### src/hdl/tpdm_pkg.sv
// ----------------------------------------------------------------------------
// tpdm_pkg
// Shared types and constants of the tactile pixel difference map.
// ----------------------------------------------------------------------------
`default_nettype none

package tpdm_pkg;

  // Configuration register indexes.
  localparam logic [2:0] REG_BASE_LEVEL   = 3'd0;
  localparam logic [2:0] REG_GAIN_BLUE    = 3'd1;
  localparam logic [2:0] REG_GAIN_GREEN   = 3'd2;
  localparam logic [2:0] REG_GAIN_RED     = 3'd3;
  localparam logic [2:0] REG_MARKER_THR   = 3'd4;
  localparam logic [2:0] REG_CHAN_LIMIT   = 3'd5;
  localparam logic [2:0] REG_SUM_OFFSET   = 3'd6;
  localparam logic [2:0] REG_SUM_GAIN     = 3'd7;

  // Reset values of the configuration registers.
  localparam logic [7:0]        RST_BASE_LEVEL = 8'd12;
  localparam logic [9:0]        RST_GAIN_BLUE  = 10'd333;
  localparam logic [9:0]        RST_GAIN_GREEN = 10'd320;
  localparam logic [9:0]        RST_GAIN_RED   = 10'd282;
  localparam logic signed [8:0] RST_MARKER_THR = -9'sd5;
  localparam logic [7:0]        RST_CHAN_LIMIT = 8'd128;
  localparam logic [7:0]        RST_SUM_OFFSET = 8'd10;
  localparam logic [9:0]        RST_SUM_GAIN   = 10'd384;

  localparam logic [7:0] PIXEL_MAX = 8'd255;

  typedef struct packed {
    logic [7:0] frame_blue;
    logic [7:0] frame_green;
    logic [7:0] frame_red;
    logic [7:0] back_blue;
    logic [7:0] back_green;
    logic [7:0] back_red;
    logic       end_of_frame;
  } in_item_t;

  typedef struct packed {
    logic [7:0] diff_blue;
    logic [7:0] diff_green;
    logic [7:0] diff_red;
    logic [7:0] diff_combined;
    logic       marker_hit;
    logic       frame_done;
  } out_item_t;

  // Settings that each channel unit needs.
  typedef struct packed {
    logic [9:0] gain;
    logic [7:0] base;
    logic [7:0] limit;
  } chan_cfg_t;

  // Flags that travel with an item down the pipeline.
  typedef struct packed {
    logic marker;
    logic eof;
  } side_t;

  typedef struct packed {
    logic [7:0] blue;
    logic [7:0] green;
    logic [7:0] red;
  } bgr_t;

endpackage

`default_nettype wire

### src/hdl/tpdm_chan.sv
// ----------------------------------------------------------------------------
// tpdm_chan
// One color channel: difference, gain multiply, offset and clamp, three stages.
// ----------------------------------------------------------------------------
`default_nettype none

module tpdm_chan
  import tpdm_pkg::*;
(
  input  wire logic       clk,
  input  wire logic [7:0] frame_px,
  input  wire logic [7:0] back_px,
  input  wire chan_cfg_t  cfg,
  output logic [7:0]      result
);

  logic signed [8:0]  diff_r, diff_nxt;
  logic signed [19:0] prod_r, prod_nxt;
  logic [7:0]         res_r, res_nxt;
  logic signed [19:0] acc;
  logic signed [19:0] lim;

  always_comb begin
    diff_nxt = $signed({1'b0, frame_px}) - $signed({1'b0, back_px});
    prod_nxt = $signed({1'b0, cfg.gain}) * diff_r;
  end

  // The clamp bounds are whole multiples of 256, so clamping before the
  // shift gives the same as clamping after it.
  always_comb begin
    acc = $signed({4'b0000, cfg.base, 8'h00}) + prod_r;
    lim = $signed({4'b0000, cfg.limit, 8'h00});
    if (acc > lim) begin
      res_nxt = cfg.limit;
    end else if (acc < 0) begin
      res_nxt = 8'd0;
    end else begin
      res_nxt = acc[15:8];
    end
  end

  always_ff @(posedge clk) begin
    diff_r <= diff_nxt;
    prod_r <= prod_nxt;
    res_r  <= res_nxt;
  end

  assign result = res_r;

endmodule

`default_nettype wire

### src/hdl/tactile_pixel_diff_map_unit.sv
// ----------------------------------------------------------------------------
// tactile_pixel_diff_map_unit
// Per-pixel difference maps of a tactile camera frame against its background.
// ----------------------------------------------------------------------------
// Pipeline: six register stages (difference, multiply, clamp, channel sum,
// sum multiply, output) lie between an accepted item and its out_valid strobe.
// Throughput: one item per clock; busy is always low and the output side
// cannot stall, so the pipeline never holds.
// Reset: synchronous, active low; clears the valid bits, loads config defaults.
`default_nettype none

module tactile_pixel_diff_map_unit
  import tpdm_pkg::*;
(
  input  wire logic       clk,
  input  wire logic       rst_n,
  // Input items
  input  wire logic       start,
  output logic            busy,
  input  wire in_item_t   in_data,
  // Result items
  output logic            out_valid,
  output out_item_t       out_data,
  // Configuration writes
  input  wire logic       cfg_we,
  input  wire logic [2:0] cfg_index,
  input  wire logic [9:0] cfg_wdata
);

  // --------------------------------------------------------------------------
  // Configuration registers. The user must change them only while the pipeline is
  // empty, which the block does not enforce; every stage reads them directly.
  // --------------------------------------------------------------------------
  logic [7:0]        base_level_r;
  logic [9:0]        gain_blue_r;
  logic [9:0]        gain_green_r;
  logic [9:0]        gain_red_r;
  logic signed [8:0] marker_thr_r;
  logic [7:0]        chan_limit_r;
  logic [7:0]        sum_offset_r;
  logic [9:0]        sum_gain_r;

  always_ff @(posedge clk) begin
    if (!rst_n) begin
      base_level_r <= RST_BASE_LEVEL;
      gain_blue_r  <= RST_GAIN_BLUE;
      gain_green_r <= RST_GAIN_GREEN;
      gain_red_r   <= RST_GAIN_RED;
      marker_thr_r <= RST_MARKER_THR;
      chan_limit_r <= RST_CHAN_LIMIT;
      sum_offset_r <= RST_SUM_OFFSET;
      sum_gain_r   <= RST_SUM_GAIN;
    end else if (cfg_we) begin
      unique case (cfg_index)
        REG_BASE_LEVEL: base_level_r <= cfg_wdata[7:0];
        REG_GAIN_BLUE:  gain_blue_r  <= cfg_wdata;
        REG_GAIN_GREEN: gain_green_r <= cfg_wdata;
        REG_GAIN_RED:   gain_red_r   <= cfg_wdata;
        REG_MARKER_THR: marker_thr_r <= $signed(cfg_wdata[8:0]);
        REG_CHAN_LIMIT: chan_limit_r <= cfg_wdata[7:0];
        REG_SUM_OFFSET: sum_offset_r <= cfg_wdata[7:0];
        REG_SUM_GAIN:   sum_gain_r   <= cfg_wdata;
        default: ;
      endcase
    end
  end

  // The pipeline advances every cycle, so the block is never busy.
  assign busy = 1'b0;

  logic accept;
  assign accept = start & ~busy;

  // --------------------------------------------------------------------------
  // Valid bits, one per stage.
  // --------------------------------------------------------------------------
  logic v1_r, v2_r, v3_r, v4_r, v5_r, vo_r;

  always_ff @(posedge clk) begin
    if (!rst_n) begin
      v1_r <= 1'b0;
      v2_r <= 1'b0;
      v3_r <= 1'b0;
      v4_r <= 1'b0;
      v5_r <= 1'b0;
      vo_r <= 1'b0;
    end else begin
      v1_r <= accept;
      v2_r <= v1_r;
      v3_r <= v2_r;
      v4_r <= v3_r;
      v5_r <= v4_r;
      vo_r <= v5_r;
    end
  end

  // --------------------------------------------------------------------------
  // Stage 1: marker classification on the blue difference. The flag then
  // rides alongside the channel units for two more stages.
  // --------------------------------------------------------------------------
  logic signed [8:0] dblue;
  side_t side1_r, side1_nxt, side2_r, side3_r, side4_r, side5_r;

  always_comb begin
    dblue            = $signed({1'b0, in_data.frame_blue}) - $signed({1'b0, in_data.back_blue});
    side1_nxt.marker = dblue < marker_thr_r;
    side1_nxt.eof    = in_data.end_of_frame;
  end

  // --------------------------------------------------------------------------
  // Stages 1 to 3: the three channel units, each registering its difference,
  // its gain product and its clamped result.
  // --------------------------------------------------------------------------
  chan_cfg_t  cfg_blue, cfg_green, cfg_red;
  logic [7:0] res_blue, res_green, res_red;
  bgr_t       ch3;

  assign cfg_blue  = '{gain: gain_blue_r,  base: base_level_r, limit: chan_limit_r};
  assign cfg_green = '{gain: gain_green_r, base: base_level_r, limit: chan_limit_r};
  assign cfg_red   = '{gain: gain_red_r,   base: base_level_r, limit: chan_limit_r};

  tpdm_chan u_chan_blue (
    .clk      (clk),
    .frame_px (in_data.frame_blue),
    .back_px  (in_data.back_blue),
    .cfg      (cfg_blue),
    .result   (res_blue)
  );

  tpdm_chan u_chan_green (
    .clk      (clk),
    .frame_px (in_data.frame_green),
    .back_px  (in_data.back_green),
    .cfg      (cfg_green),
    .result   (res_green)
  );

  tpdm_chan u_chan_red (
    .clk      (clk),
    .frame_px (in_data.frame_red),
    .back_px  (in_data.back_red),
    .cfg      (cfg_red),
    .result   (res_red)
  );

  assign ch3 = '{blue: res_blue, green: res_green, red: res_red};

  // --------------------------------------------------------------------------
  // Stage 4: sum of the two largest channels (total minus the smallest),
  // less the offset. The result ranges from -255 to 510.
  // --------------------------------------------------------------------------
  logic [7:0]         ch_min;
  logic [9:0]         top_two;
  logic signed [10:0] sdiff_r, sdiff_nxt;
  bgr_t               ch4_r, ch5_r;

  always_comb begin
    ch_min = (ch3.blue < ch3.green) ? ch3.blue : ch3.green;
    if (ch3.red < ch_min) begin
      ch_min = ch3.red;
    end
    top_two   = {2'b00, ch3.blue} + {2'b00, ch3.green} + {2'b00, ch3.red}
              - {2'b00, ch_min};
    sdiff_nxt = $signed({1'b0, top_two}) - $signed({3'b000, sum_offset_r});
  end

  // --------------------------------------------------------------------------
  // Stage 5: combined gain multiply, Q2.8.
  // --------------------------------------------------------------------------
  logic signed [20:0] sprod_r, sprod_nxt;

  assign sprod_nxt = sdiff_r * $signed({1'b0, sum_gain_r});

  // --------------------------------------------------------------------------
  // Output stage: floor at zero, drop the fraction, saturate at 255, and
  // replace everything by the base level on marker pixels.
  // --------------------------------------------------------------------------
  logic [7:0] comb_val;
  out_item_t  out_r, out_nxt;

  always_comb begin
    if (sprod_r < 0) begin
      comb_val = 8'd0;
    end else if (sprod_r[19:16] != 4'd0) begin
      comb_val = PIXEL_MAX;
    end else begin
      comb_val = sprod_r[15:8];
    end

    if (side5_r.marker) begin
      out_nxt.diff_blue     = base_level_r;
      out_nxt.diff_green    = base_level_r;
      out_nxt.diff_red      = base_level_r;
      out_nxt.diff_combined = base_level_r;
    end else begin
      out_nxt.diff_blue     = ch5_r.blue;
      out_nxt.diff_green    = ch5_r.green;
      out_nxt.diff_red      = ch5_r.red;
      out_nxt.diff_combined = comb_val;
    end
    out_nxt.marker_hit = side5_r.marker;
    out_nxt.frame_done = side5_r.eof;
  end

  // Payload registers; they need no reset since the valid bits qualify them.
  always_ff @(posedge clk) begin
    side1_r <= side1_nxt;
    side2_r <= side1_r;
    side3_r <= side2_r;
    side4_r <= side3_r;
    side5_r <= side4_r;
    ch4_r   <= ch3;
    ch5_r   <= ch4_r;
    sdiff_r <= sdiff_nxt;
    sprod_r <= sprod_nxt;
    out_r   <= out_nxt;
  end

  assign out_valid = vo_r;
  assign out_data  = out_r;

`ifndef SYNTHESIS
  // Every result traces back to an accepted item.
  a_result_has_item: assert property (@(posedge clk) disable iff (!rst_n)
    out_valid |-> $past(start, 6))
    else $error("result without a matching accepted item");

  // Marker pixels report the same level on every map.
  a_marker_flat: assert property (@(posedge clk) disable iff (!rst_n)
    (out_valid && out_data.marker_hit) |->
      (out_data.diff_blue == out_data.diff_green &&
       out_data.diff_green == out_data.diff_red &&
       out_data.diff_red == out_data.diff_combined))
    else $error("marker pixel maps differ");

  // Channel maps of ordinary pixels never exceed the channel limit.
  a_chan_limit: assert property (@(posedge clk) disable iff (!rst_n)
    (out_valid && !out_data.marker_hit) |->
      (out_data.diff_blue <= chan_limit_r &&
       out_data.diff_green <= chan_limit_r &&
       out_data.diff_red <= chan_limit_r))
    else $error("channel map above limit");
`endif

endmodule

`default_nettype wire

### config.mk
export PLATFORM = sky130hd
export DESIGN_NAME = tactile_pixel_diff_map_unit
export DESIGN_NICKNAME = d
export VERILOG_FILES = /design/src/hdl/tpdm_pkg.sv /design/src/hdl/tpdm_chan.sv /design/src/hdl/tactile_pixel_diff_map_unit.sv
export SDC_FILE = /design/constraint.sdc
export NUM_CORES = 1
export LEC_CHECK = 0
export BUFFER_PORTS_ARGS = -buffer_cell sky130_fd_sc_hd__buf_4
export CAP_MARGIN = 0
export CORE_MARGIN = 2
export CORE_UTILIZATION = 43
export CTS_CLUSTER_DIAMETER = 80
export DETAILED_ROUTE_END_ITERATION = 7
export GPL_ROUTABILITY_DRIVEN = 0
export SYNTH_ARGS = -nofsm -noshare
export SYNTH_HDL_FRONTEND = slang
export SYNTH_SLANG_ARGS = --single-unit
### constraint.sdc
create_clock -name clk -period 8.6 [get_ports clk]
set_input_delay 1.72 -clock clk [delete_from_list [all_inputs] [get_ports clk]]
set_output_delay 1.72 -clock clk [all_outputs]
set_load 0.01 [all_outputs]
**Yosys cells after proc, flatten, opt, wreduce, memory -nomap -nowiden**

Cells that the tools add are included.
W data, S select, Z words.

- Register bits: 314
- Input port bits: 66
- Word-level logic and storage cells: 99
- Output and inout bits: 36

- Multipliers: 4
- Equality and inequality tests: 7
- Mux-type cells: 11
- Add/sub/neg operators: 10
- Reduce and logical (&&, ||, !) cells: 10
- $lt $le $gt $ge: 10

Operators with widths:

| operator | number |
|---|---|
| $mux W8 | 10 |
| $add A17 B20 Y20 | 3 |
| $gt A20 B17 Y1 | 3 |
| $lt A20 B1 Y1 const B | 3 |
| $mul A11 B9 Y20 | 3 |
| $mux W32 | 1 |
| $sub A8 B8 Y9 | 3 |
| $lt A21 B1 Y1 const B | 1 |
| $mul A11 B11 Y21 | 1 |
| $lt A8 B8 Y1 | 2 |
| $reduce_and A2 Y1 | 8 |
| $eq A3 B3 Y1 const B | 4 |
| $sub A10 B8 Y11 | 1 |
| $add A9 B8 Y10 | 1 |
| $sub A10 B8 Y10 | 1 |
| $add A8 B8 Y9 | 1 |
| $lt A9 B9 Y1 | 1 |
| $eq A3 B2 Y1 const B | 2 |
| $reduce_bool A4 Y1 | 1 |
| $eq A3 B1 Y1 const B | 1 |
| $logic_not A3 Y1 | 1 |

**Logic depth before layout (Yosys ltp)**

- Depth in word-level cells: 6
- Depth in mapped cells: 33
- Gate-level depth less buffers: 31

**Modules after synthesis**

From an unflattened synthesis, not the netlist that was laid out.

- Cell total of the unflattened synthesis: 2895
- Area, all modules: 26412.8 µm²

Modules (own cells, without submodules):

| module | cells an instance | area an instance (µm²) | times used |
|---|---|---|---|
| tactile_pixel_diff_map_unit | 1264 | 11691.2 | 1 |
| tpdm_chan at u_chan_blue | 551 | 4959.8 | 1 |
| tpdm_chan at u_chan_red | 547 | 4941.0 | 1 |
| tpdm_chan at u_chan_green | 533 | 4820.9 | 1 |

**Worst setup path after synthesis**

Ideal clock, no wire load.

- Path type: register -> register
- Start: register u_chan_green.res_r[4] (netlist: u_chan_green.result[4])
- End: register sdiff_r[9]
- Path slack: 2113 ps
- Required time: 8528 ps
- Setup time: 72 ps
- Stages on the path, launching flop included: 33
- Data arrival time: 6416 ps
- Cell sequence: dfxtp_1 -> inv_1 -> ha_1 -> and2_1 -> o21ai_0 -> o21ai_0 -> o41a_1 -> buf_2 -> buf_1 -> a21oi_1 -> ha_1 -> a21o_1 -> a21o_1 -> a21oi_1 -> nand3_1 -> mux2i_1 -> nor2_1 -> mux2i_1 -> fa_1 -> fa_1 -> inv_1 -> ha_1 -> fa_1 -> a21o_1 -> a21oi_1 -> xnor2_1 -> ha_1 -> o21ai_0 -> a21oi_1 -> o21ai_0 -> nand2b_1 -> a211oi_1 -> xor2_1

- Longest elaborated chain between the ends: 6
- Elaborated cells between the ends (all ways): 8
- Those cells by class: 4 x add/sub; 2 x order compare; 2 x mux

RTL lines:

| item | line | source |
|---|---|---|
| from (decl) | tpdm_chan.sv:19 | `logic [7:0] res_r, res_nxt;` |
| from (signal assigned) | tpdm_chan.sv:45 | `res_r <= res_nxt;` |
| $lt A8 B8 Y1 | tactile_pixel_diff_map_unit.sv:158 | `ch_min = (ch3.blue < ch3.green) ? ch3.blue : ch3.green;` |
| $mux W8 | tactile_pixel_diff_map_unit.sv:158 |  |
| $lt A8 B8 Y1 | tactile_pixel_diff_map_unit.sv:159 | `if (ch3.red < ch_min) begin` |
| $mux W8 | tactile_pixel_diff_map_unit.sv:159 |  |
| $sub A10 B8 Y10 (*) | tactile_pixel_diff_map_unit.sv:163 | `- {2'b00, ch_min};` |
| $sub A10 B8 Y11 (*) | tactile_pixel_diff_map_unit.sv:164 | `sdiff_nxt = $signed({1'b0, top_two}) - $signed({3'b000, sum_offset_r});` |
| net sdiff_nxt[9] | tactile_pixel_diff_map_unit.sv:154 | `logic signed [10:0] sdiff_r, sdiff_nxt;` |
| to (signal assigned) | tactile_pixel_diff_map_unit.sv:214 | `sdiff_r <= sdiff_nxt;` |
| to (decl) | tactile_pixel_diff_map_unit.sv:154 |  |

Mark *: on every way through the listed nets, which the timed path passes. The rest lies on a longest branch.
A chain may end at the register's enable or synchronous reset.

**Worst setup path in the final report**

- Start: register u_chan_green.res_r[1] (netlist: u_chan_green.result[1])
- End: register sdiff_r[9]

Same word-level chain as after synthesis.

==> flow_summary.toml <==
[clock_tree]
cts_root_buf = "clkbuf_16"
cts_made_buffers = 38
hold_buffers = 0
tritoncts = "done"
cts_resized = 0
cts_setup_buffers = 0
clk_transition_reported_paths_ns = 0.06
cts_buffer_depth = 3
clock_latency_ns = 0.58
cts.sinks = 306
h-tree-depth = 2

[detailed_routing]
wl_um = 59700
vias = 18400
avgViaCountPerCell = 5.06
drc = 0
first_pass_iters = 7
wl_per_cell_um = 16.4
ant_nets = 0
drt_iter0_drc = 841

[setup_path]
crit_required_ns = 9.11
cpPeakStageDelay_ns = 0.60
worstPathMaxFanout = 16
start_kind = "flop"
slowest_stage = "nor2_1"
arrival_ns = 7.81
critPathTopFamily = "compound AO/OA/AOI/OAI gates"
cpMostUsedCell = "a21oi_1"
cp_num_buf_inv = 2
end_kind = "flop"
critPathKind = "reg2reg"

[floorplanning]
rows = 89
initial_core_util_pct = 43.5
pin_count = 102
floorplan.die.height_um = 248
die_w_um = 248
fp.dieArea_mm2 = 0.0617
core_mm2 = 0.0590

[sta]
fmax_mhz = 137
fin_crit_sh_pct = 84.8
relSlewSlack_pct = 34.9
finClkSkew_ns = 0.0539
hold_violations = 0
rsz0062_at_grt = "no"
fin_crit_ns = 7.30
fin_tns_setup_ns = 0
setup_viol = 0
max_slew.worst_pin.slew_ns = 0.973
maxSlewViolCount = 0

[logic_synthesis]
syn_area_mm2 = 0.0257
synth_ff_type = "dfxtp_1"
synthArstFlopShare_pct = 0
post-synth-top-count-cell = "inv_1"
ys_seq_elements = 306
seq_area_frac_synth_pct = 23.8
synth_cell_types = 64
synth-edff-count = 0
synthTopCellsByCount = "454 x inv_1, 354 x nand2_1, 327 x ha_1, 306 x dfxtp_1, 295 x fa_1"
yosys.area.top_type = "dfxtp_1"
synth.net_count = 3478
synth_cells = 2790
ys_warn_count = 0
synth_area_leaders = "dfxtp_1 24%, fa_1 23%, ha_1 16%, inv_1 6.6%, nand2_1 5.2%"
synth_top_area_share_pct = 23.8
syn_avg_cell_area_um2 = 9.21

[final_layout]
fin_area_mm2 = 0.0285
nNetsFinal = 3527
drive_gt1_share_pct = 6.52
diodes = 0
fin_cells = 3640
nFillCells = 5499
syn_to_final_growth_pct = 10.8

[grt]
grt_first_pass_wirelength_um = 99000
antenna_found_initial = 4
grt_use_total_pct = 19.6
grt_max_degree = 80
grt_pass1_vias = 19600
grt_overflow = 0

[pwr]
leakagePower_uw = 0.0136
powerDensity_mw_per_mm2 = 406
p_total_uw = 11600
ir_drop_mv = 0.676

[place]
portBuffers = 100
dpl.cell_count = 3572
placed_area_mm2 = 0.0271
post-dp-hpwl_um = 47700

[worst_hold_path]
hp-class = "reg2reg"

[run]
max-cap-violations = 0

[run_status]
outcome = "complete, no violations"
## through the flow
stage | setup slack [ns] | util, % | hold WS, ns
after global routing | 0.768 | 48.2 | 0.329
after CTS | 1.37 | 48.2 | 0.325
final | 1.30 | 48.2 | 0.323
after floorplan | 2.11 | - | 0.310
after global placement | 1.50 | 45.9 | 0.310
after detailed placement | 1.41 | 45.9 | 0.313
## final cells by class
class / instances / area (um2) / area share, %
multi-input cells: 1937 / 17500 / 61.5
flip-flops and latches: 306 / 6130 / 21.5
inverters: 454 / 1700 / 5.99
clock buffers: 47 / 1040 / 3.67
well taps: 773 / 967 / 3.40
repair buffers: 102 / 766 / 2.69
clock inverters: 21 / 347 / 1.22
## cell usage in the layout, fill, tap and decap left out, types with 4 or more instances in the layout
cell       count
o21ai_0       93
buf_4        102
nor2_1        68
o21bai_1      11
a21oi_1       78
and2_2         7
o211ai_1      20
a31oi_1        7
o21a_1        29
bufinv_16      6
nand4_1       10
nand2b_1      44
nor3_1        29
a21o_1        36
nor4_1        13
nand3_1       56
and2_1       175
ha_1         327
clkbuf_8       6
dfxtp_1      306
a211oi_1      11
inv_1        454
nor2b_1       27
xnor2_1       76
xor2_1        29
a31o_2         4
fa_1         295
mux2i_1        9
o211a_1        4
clkbuf_16     38
a21boi_0      72
and3b_1        4
and3_1         7
nand2_1      354
## metal layers
layer  track usage, %  share of wire (%)
met4             5.12                2.2
met5                0              0.087
met1             25.1                 45
met2             34.5                 49
met3             2.99                4.0
## flip-flops by register name, summed over array words and instances, names as in the netlist, 9 cells and up
register,count
out_data,34
ch4_r,24
ch5_r,24
u_chan_blue.prod_r,20
u_chan_green.prod_r,20
u_chan_red.prod_r,20
sprod_r,13
sdiff_r,11
gain_blue_r,10
gain_green_r,10
gain_red_r,10
sum_gain_r,10
marker_thr_r,9
u_chan_blue.diff_r,9
u_chan_green.diff_r,9
u_chan_red.diff_r,9
## final timing paths
path / from / to / slack, ns / depth (start not counted)
worst min register to register: side1_r[0]$_DFF_P_ / side2_r[0]$_DFF_P_ / 0.32 / 0
worst max register to register: u_chan_green.result[1]$_DFF_P_ / sdiff_r[9]$_DFF_P_ / 1.30 / 31
worst min-delay path: side1_r[0]$_DFF_P_ / side2_r[0]$_DFF_P_ / 0.32 / 0
worst max-delay path: u_chan_green.result[1]$_DFF_P_ / sdiff_r[9]$_DFF_P_ / 1.30 / 31
## where the power goes
| group | internal (uW) | switching (uW) |
|---|---|---|
| logic | 3490 | 4120 |
| registers | 1890 | 312 |
| clock network | 1070 | 684 |
## kinds of logic after synthesis
family	Yosys count	share of synthesized area [%]
simple gates	807	15.3
fa+ha+maj	622	38.9
buf+inv	547	8.03
compound gates	393	10.0
flops	306	23.8
xor+xnor	105	3.58
mux	9	0.351
other cells	1	0.0146
No activity file was read; power rests on OpenSTA's default activity.
